File: src/rtl/uirb_pkg.sv
// Package for the UART interrupt ring buffers: request and result structs,
// command, kind and status codes, and the controller state type.
// No dependencies.
package uirb_pkg;

  localparam int UIRB_RING_DEPTH = 256;

  localparam logic [7:0] CH_CR = 8'h0D;
  localparam logic [7:0] CH_LF = 8'h0A;

  localparam logic [1:0] CMD_PUT      = 2'd0;
  localparam logic [1:0] CMD_GET      = 2'd1;
  localparam logic [1:0] CMD_RX_EVENT = 2'd2;
  localparam logic [1:0] CMD_TX_READY = 2'd3;

  localparam logic [1:0] KIND_STATUS = 2'd0;
  localparam logic [1:0] KIND_LINE   = 2'd1;
  localparam logic [1:0] KIND_CONSUMER = 2'd2;

  localparam logic [1:0] STATUS_DONE  = 2'd0;
  localparam logic [1:0] STATUS_FULL  = 2'd1;
  localparam logic [1:0] STATUS_EMPTY = 2'd2;

  typedef struct packed {
    logic [1:0] command;
    logic [7:0] data_byte;
  } in_item_t;

  typedef struct packed {
    logic [1:0] kind;
    logic [7:0] out_byte;
    logic [1:0] status;
    logic       rx_irq_enable;
    logic       tx_irq_enable;
    logic [7:0] rx_fill;
    logic [7:0] tx_fill;
    logic       last;
  } out_item_t;

  typedef struct packed {
    logic       push;
    logic       pop;
    logic [7:0] din;
  } ring_ctrl_t;

  typedef enum logic {
    ST_IDLE,
    ST_EMIT
  } state_t;

endpackage

File: src/rtl/uirb_cell.sv
// One byte cell of a ring chain: loads a new byte or takes its neighbor's.
// Depends on nothing but the clock.
module uirb_cell (
  input  logic       clk,
  input  logic       load,
  input  logic       shift,
  input  logic [7:0] din,
  input  logic [7:0] nbr,
  output logic [7:0] q
);

  always_ff @(posedge clk) begin
    if (load) begin
      q <= din;
    end else if (shift) begin
      q <= nbr;
    end
  end

endmodule

File: src/rtl/uirb_ring.sv
// Byte queue built as a row of uirb_cell stages with a fill count.
// Depends on uirb_pkg and uirb_cell.
module uirb_ring import uirb_pkg::*; #(
  parameter int RING_DEPTH = UIRB_RING_DEPTH
) (
  input  logic                          clk,
  input  logic                          rst,
  input  ring_ctrl_t                    ctrl,
  output logic [7:0]                    head,
  output logic [$clog2(RING_DEPTH)-1:0] count,
  output logic                          full,
  output logic                          empty
);

  localparam int CW    = $clog2(RING_DEPTH);
  localparam int NCELL = RING_DEPTH - 1;

  logic [7:0] q [NCELL];

  // A push lands in the first free cell; a pop moves every cell one step
  // toward the head, so the oldest byte always sits in cell zero.
  for (genvar i = 0; i < NCELL; i++) begin : g_cell
    logic [7:0] nbr;
    if (i == NCELL - 1) begin : g_end
      assign nbr = 8'h00;
    end else begin : g_mid
      assign nbr = q[i+1];
    end
    uirb_cell u_cell (
      .clk   (clk),
      .load  (ctrl.push && (count == CW'(i))),
      .shift (ctrl.pop),
      .din   (ctrl.din),
      .nbr   (nbr),
      .q     (q[i])
    );
  end

  assign head  = q[0];
  assign full  = (count == CW'(NCELL));
  assign empty = (count == '0);

  always_ff @(posedge clk) begin
    if (rst) begin
      count <= '0;
    end else if (ctrl.push) begin
      count <= count + CW'(1);
    end else if (ctrl.pop) begin
      count <= count - CW'(1);
    end
  end

endmodule

File: config.mk
export PLATFORM = sky130hd
export DESIGN_NAME = uirb_ring
export DESIGN_NICKNAME = d
export VERILOG_FILES = /design/src/rtl/uirb_pkg.sv /design/src/rtl/uirb_cell.sv /design/src/rtl/uirb_ring.sv
export SDC_FILE = /design/constraint.sdc
export NUM_CORES = 2
export LEC_CHECK = 0
export BUFFER_PORTS_ARGS = -buffer_cell sky130_fd_sc_hd__buf_4
export CAP_MARGIN = 20
export CORE_MARGIN = 2
export CORE_UTILIZATION = 60
export DETAILED_ROUTE_END_ITERATION = 10
export GPL_TIMING_DRIVEN = 0
export PLACE_DENSITY_LB_ADDON = 0.05
export SLEW_MARGIN = 20
export SYNTH_ARGS = -nofsm -noshare
export SYNTH_HDL_FRONTEND = slang
export SYNTH_HIERARCHICAL = 1
export SYNTH_SLANG_ARGS = --single-unit
File: constraint.sdc
create_clock -name clk -period 6.5 [get_ports clk]
set_input_delay 0.65 -clock clk [delete_from_list [all_inputs] [get_ports clk]]
set_output_delay 0.65 -clock clk [all_outputs]
set_load 0.005 [all_outputs]
==> reports/qor.yml <==
preCtsSetupSlack_ns: 2.91
netlist.area_leader.share_pct: 62.4
antenna_found_initial: 2
final_layout_size_suffix_gt1_share_pct: 49.4
yosysSeqAreaShare_pct: 62.5
num-nets-final: 5296
multiInputGateArea_sq_mm: 0.0338
ctsResizeCount: 0
drt_iter0_markers: 3062
p_seq_share_pct: 52.8
intPower_uw: 23500
hold_viol_final: 0
finClkSkew_ns: 0.0251
htree_levels: 4
power_uw: 29700
port_buffers: 27
cp_max_fo: 10
die_w_um: 409
gp_congestion: 0.737
cts_buffer_depth: 3
syn2layout_area_growth_pct: 11.1
cts_root_buffer: "clkbuf_16"
clkPwrFrac_pct: 40.3
synth_edf_count: 2040
dieArea_sq_mm: 0.167
start_util_pct: 60.4
setup_slack_ns: 2.73
drv_slew: 0
grt_max_degree: 96
hold_buffers: 0
wl_per_cell_um: 24.6
worstSkewPairLatency_ns: 0.84
path_clk_slew_ns: 0.06
grtUsageTotal_pct: 22.3
cp.arrival_ns: 3.12
finalCritPeriodShare_pct: 57.9
final_util_pct: 67.1
power_density_mw_per_mm2: 272
switching_share_pct: 20.8
grt_pass1_vias: 45600
via_count: 43800
post_dp_cell_area_sq_mm: 0.102
syn_area_sq_mm: 0.0982
yosys_warnings: 6
io_pins: 30
rsz0062_at_grt: "false"
postRouteAntennaNets: 0
ff_latch_area_sq_mm: 0.0614
start_kind: "flop"
wl_mm: 187
vias_per_cell: 5.74
cp.required_ns: 5.85
crit_type: "reg2out"
fmax_mhz: 266
worst_pin_slew_ns: 1.00
cts_tree: "yes"
final.min_clock_period_ns: 3.77
gr-total-overflow: 0
tns_ns: 0
irDropWorstVdd_mv: 0.252
net-switching-power_uw: 6180
async_flop_share_pct: 0
cts-buffers-inserted: 209
synth_cell_types: 32
dp_hpwl_mm: 110
yosys-top-cells-area: "edfxtp_1 62%, mux2_4 31%, buf_6 2.9%"
pwr-share-comb_pct: 6.8
n_fill_cell: 10700
grt_pass1_wl_mm: 284
drt-pass1-iter-count: 5
setup_viol: 0
power_leakage_uw: 0.0407
core_area_sq_mm: 0.163
final_cell_area_sq_mm: 0.109
avgSynthCellArea_sq_um: 19.7
core.rowCount: 148
hold_path_class: "in2reg"
synth_flop_cell: "edfxtp_1"
clock-sinks: 2048
cp-end-kind: "output pin"
status: "finished, final reports clean"
cap_violations: 0
cts_setup_buffers: 0
ys_ff_latch: 2048
drcViolationCount: 0
die_y_um: 409
max-slew-margin-rel_pct: 32.9
synth_area_leader_cell: "edfxtp_1"
synth_cells: 4993
[registers in the layout, indices dropped and copies added (netlist names)]
signal / flops
count: 8
g_cell.u_cell/q: 2040
[placed cells by master, fill, tap and decap left out, types with 2 or more instances in the layout]
| master | count |
|---|---|
| mux2_4 | 2040 |
| edfxtp_1 | 2040 |
| bufinv_16 | 25 |
| nand2_1 | 16 |
| or2_1 | 256 |
| nand3_1 | 24 |
| buf_8 | 9 |
| nor3_2 | 2 |
| clkinv_8 | 2 |
| clkbuf_1 | 53 |
| o21a_1 | 2 |
| nand4_1 | 5 |
| nand2b_1 | 2 |
| conb_1 | 8 |
| xnor2_1 | 5 |
| clkinv_4 | 2 |
| inv_1 | 3 |
| nor2b_1 | 5 |
| clkbuf_16 | 215 |
| buf_2 | 10 |
| buf_6 | 256 |
| nor3_1 | 6 |
| clkinv_1 | 49 |
| dfxtp_1 | 8 |
| clkbuf_2 | 16 |
| nor2_1 | 265 |
| clkinv_2 | 39 |
| buf_12 | 8 |
| buf_4 | 18 |
| buf_16 | 33 |
| clkinvlp_4 | 7 |
| ha_1 | 5 |
| inv_6 | 4 |
[critical path, stage by stage, from the launching register on]
cell     delay (ns)
dfxtp_1        0.32
buf_2          0.20
nor2_1         0.63
nand2_1        0.66
nor2_1         0.33
buf_4          0.15
[kinds of logic (layout without fill, tap and decap cells)]
kind of cell	Yosys count	in the layout	share of synthesized area, %
flops	2048	2048	62.5
other cells	1	9	0.00382
xor+xnor	5	5	0.0446
compound gates	5	5	0.0433
mux	2041	2041	31.2
buf+inv	300	751	3.12
simple gates	588	588	3.02
fa+ha+maj	5	5	0.0637
[metal layers]
| metal | part of all wire (%) | track usage [%] | wire length (um) | up-vias |
|---|---|---|---|---|
| met5 | 0 | 0 | 0 | - |
| met4 | 2.4 | 6.32 | 4520 | 0 |
| met3 | 4.6 | 3.28 | 8560 | 243 |
| met2 | 46 | 35.0 | 86400 | 979 |
| met1 | 47 | 32.6 | 87800 | 22800 |
| li1 | - | - | - | 19700 |
[power by group through the flow]
stage	sequential, uW	clock (uW)	combinational, uW
finish	15700	12000	2020
global route	15700	12800	2150
CTS	15700	12300	2030
detailed placement	15900	0	2020
global placement	15900	0	1910
floorplan	15800	0	1340
[area by class of cell]
cell class                 count  area share [%]
inverter                       3          0.0103
antenna                        1         0.00229
buffer                       297            2.81
sequential                  2048            56.3
clock buffer                 255            5.08
timing repair buffer          68            1.23
tap                         2175            2.49
multi-input combinational   2652            31.0
clock inverter               128            1.16
[per-stage QoR]
step | cells | hold WS (ns)
after global routing | 7626 | 0.134
after floorplan | 5000 | 0.527
final | 7627 | 0.172
after detailed placement | 7243 | 0.533
after CTS | 7626 | 0.0954
after global placement | 7202 | 0.528
[worst paths after layout]
path / startpoint / to / slack (ns) / cells after the start
max: count[4] / empty / 2.73 / 5
min: ctrl[1] / g_cell[206].u_cell/q[1] / 0.17 / 2
max reg2reg: count[3] / g_cell[112].u_cell/q[7] / 3.05 / 8
min reg2reg: g_cell[109].u_cell/q[2] / g_cell[108].u_cell/q[2] / 0.53 / 1
[synth_stat cells (all sizes together) (3+ instances only)]
library cell / instances
edfxtp: 2040
clkbuf: 30
dfxtp: 8
inv: 3
nand4: 5
nor2b: 5
nand2: 16
xnor2: 5
nor2: 265
nor3: 8
ha: 5
mux2: 2040
buf: 267
nand3: 24
or2: 257
Power figures use the tool's default switching activity.
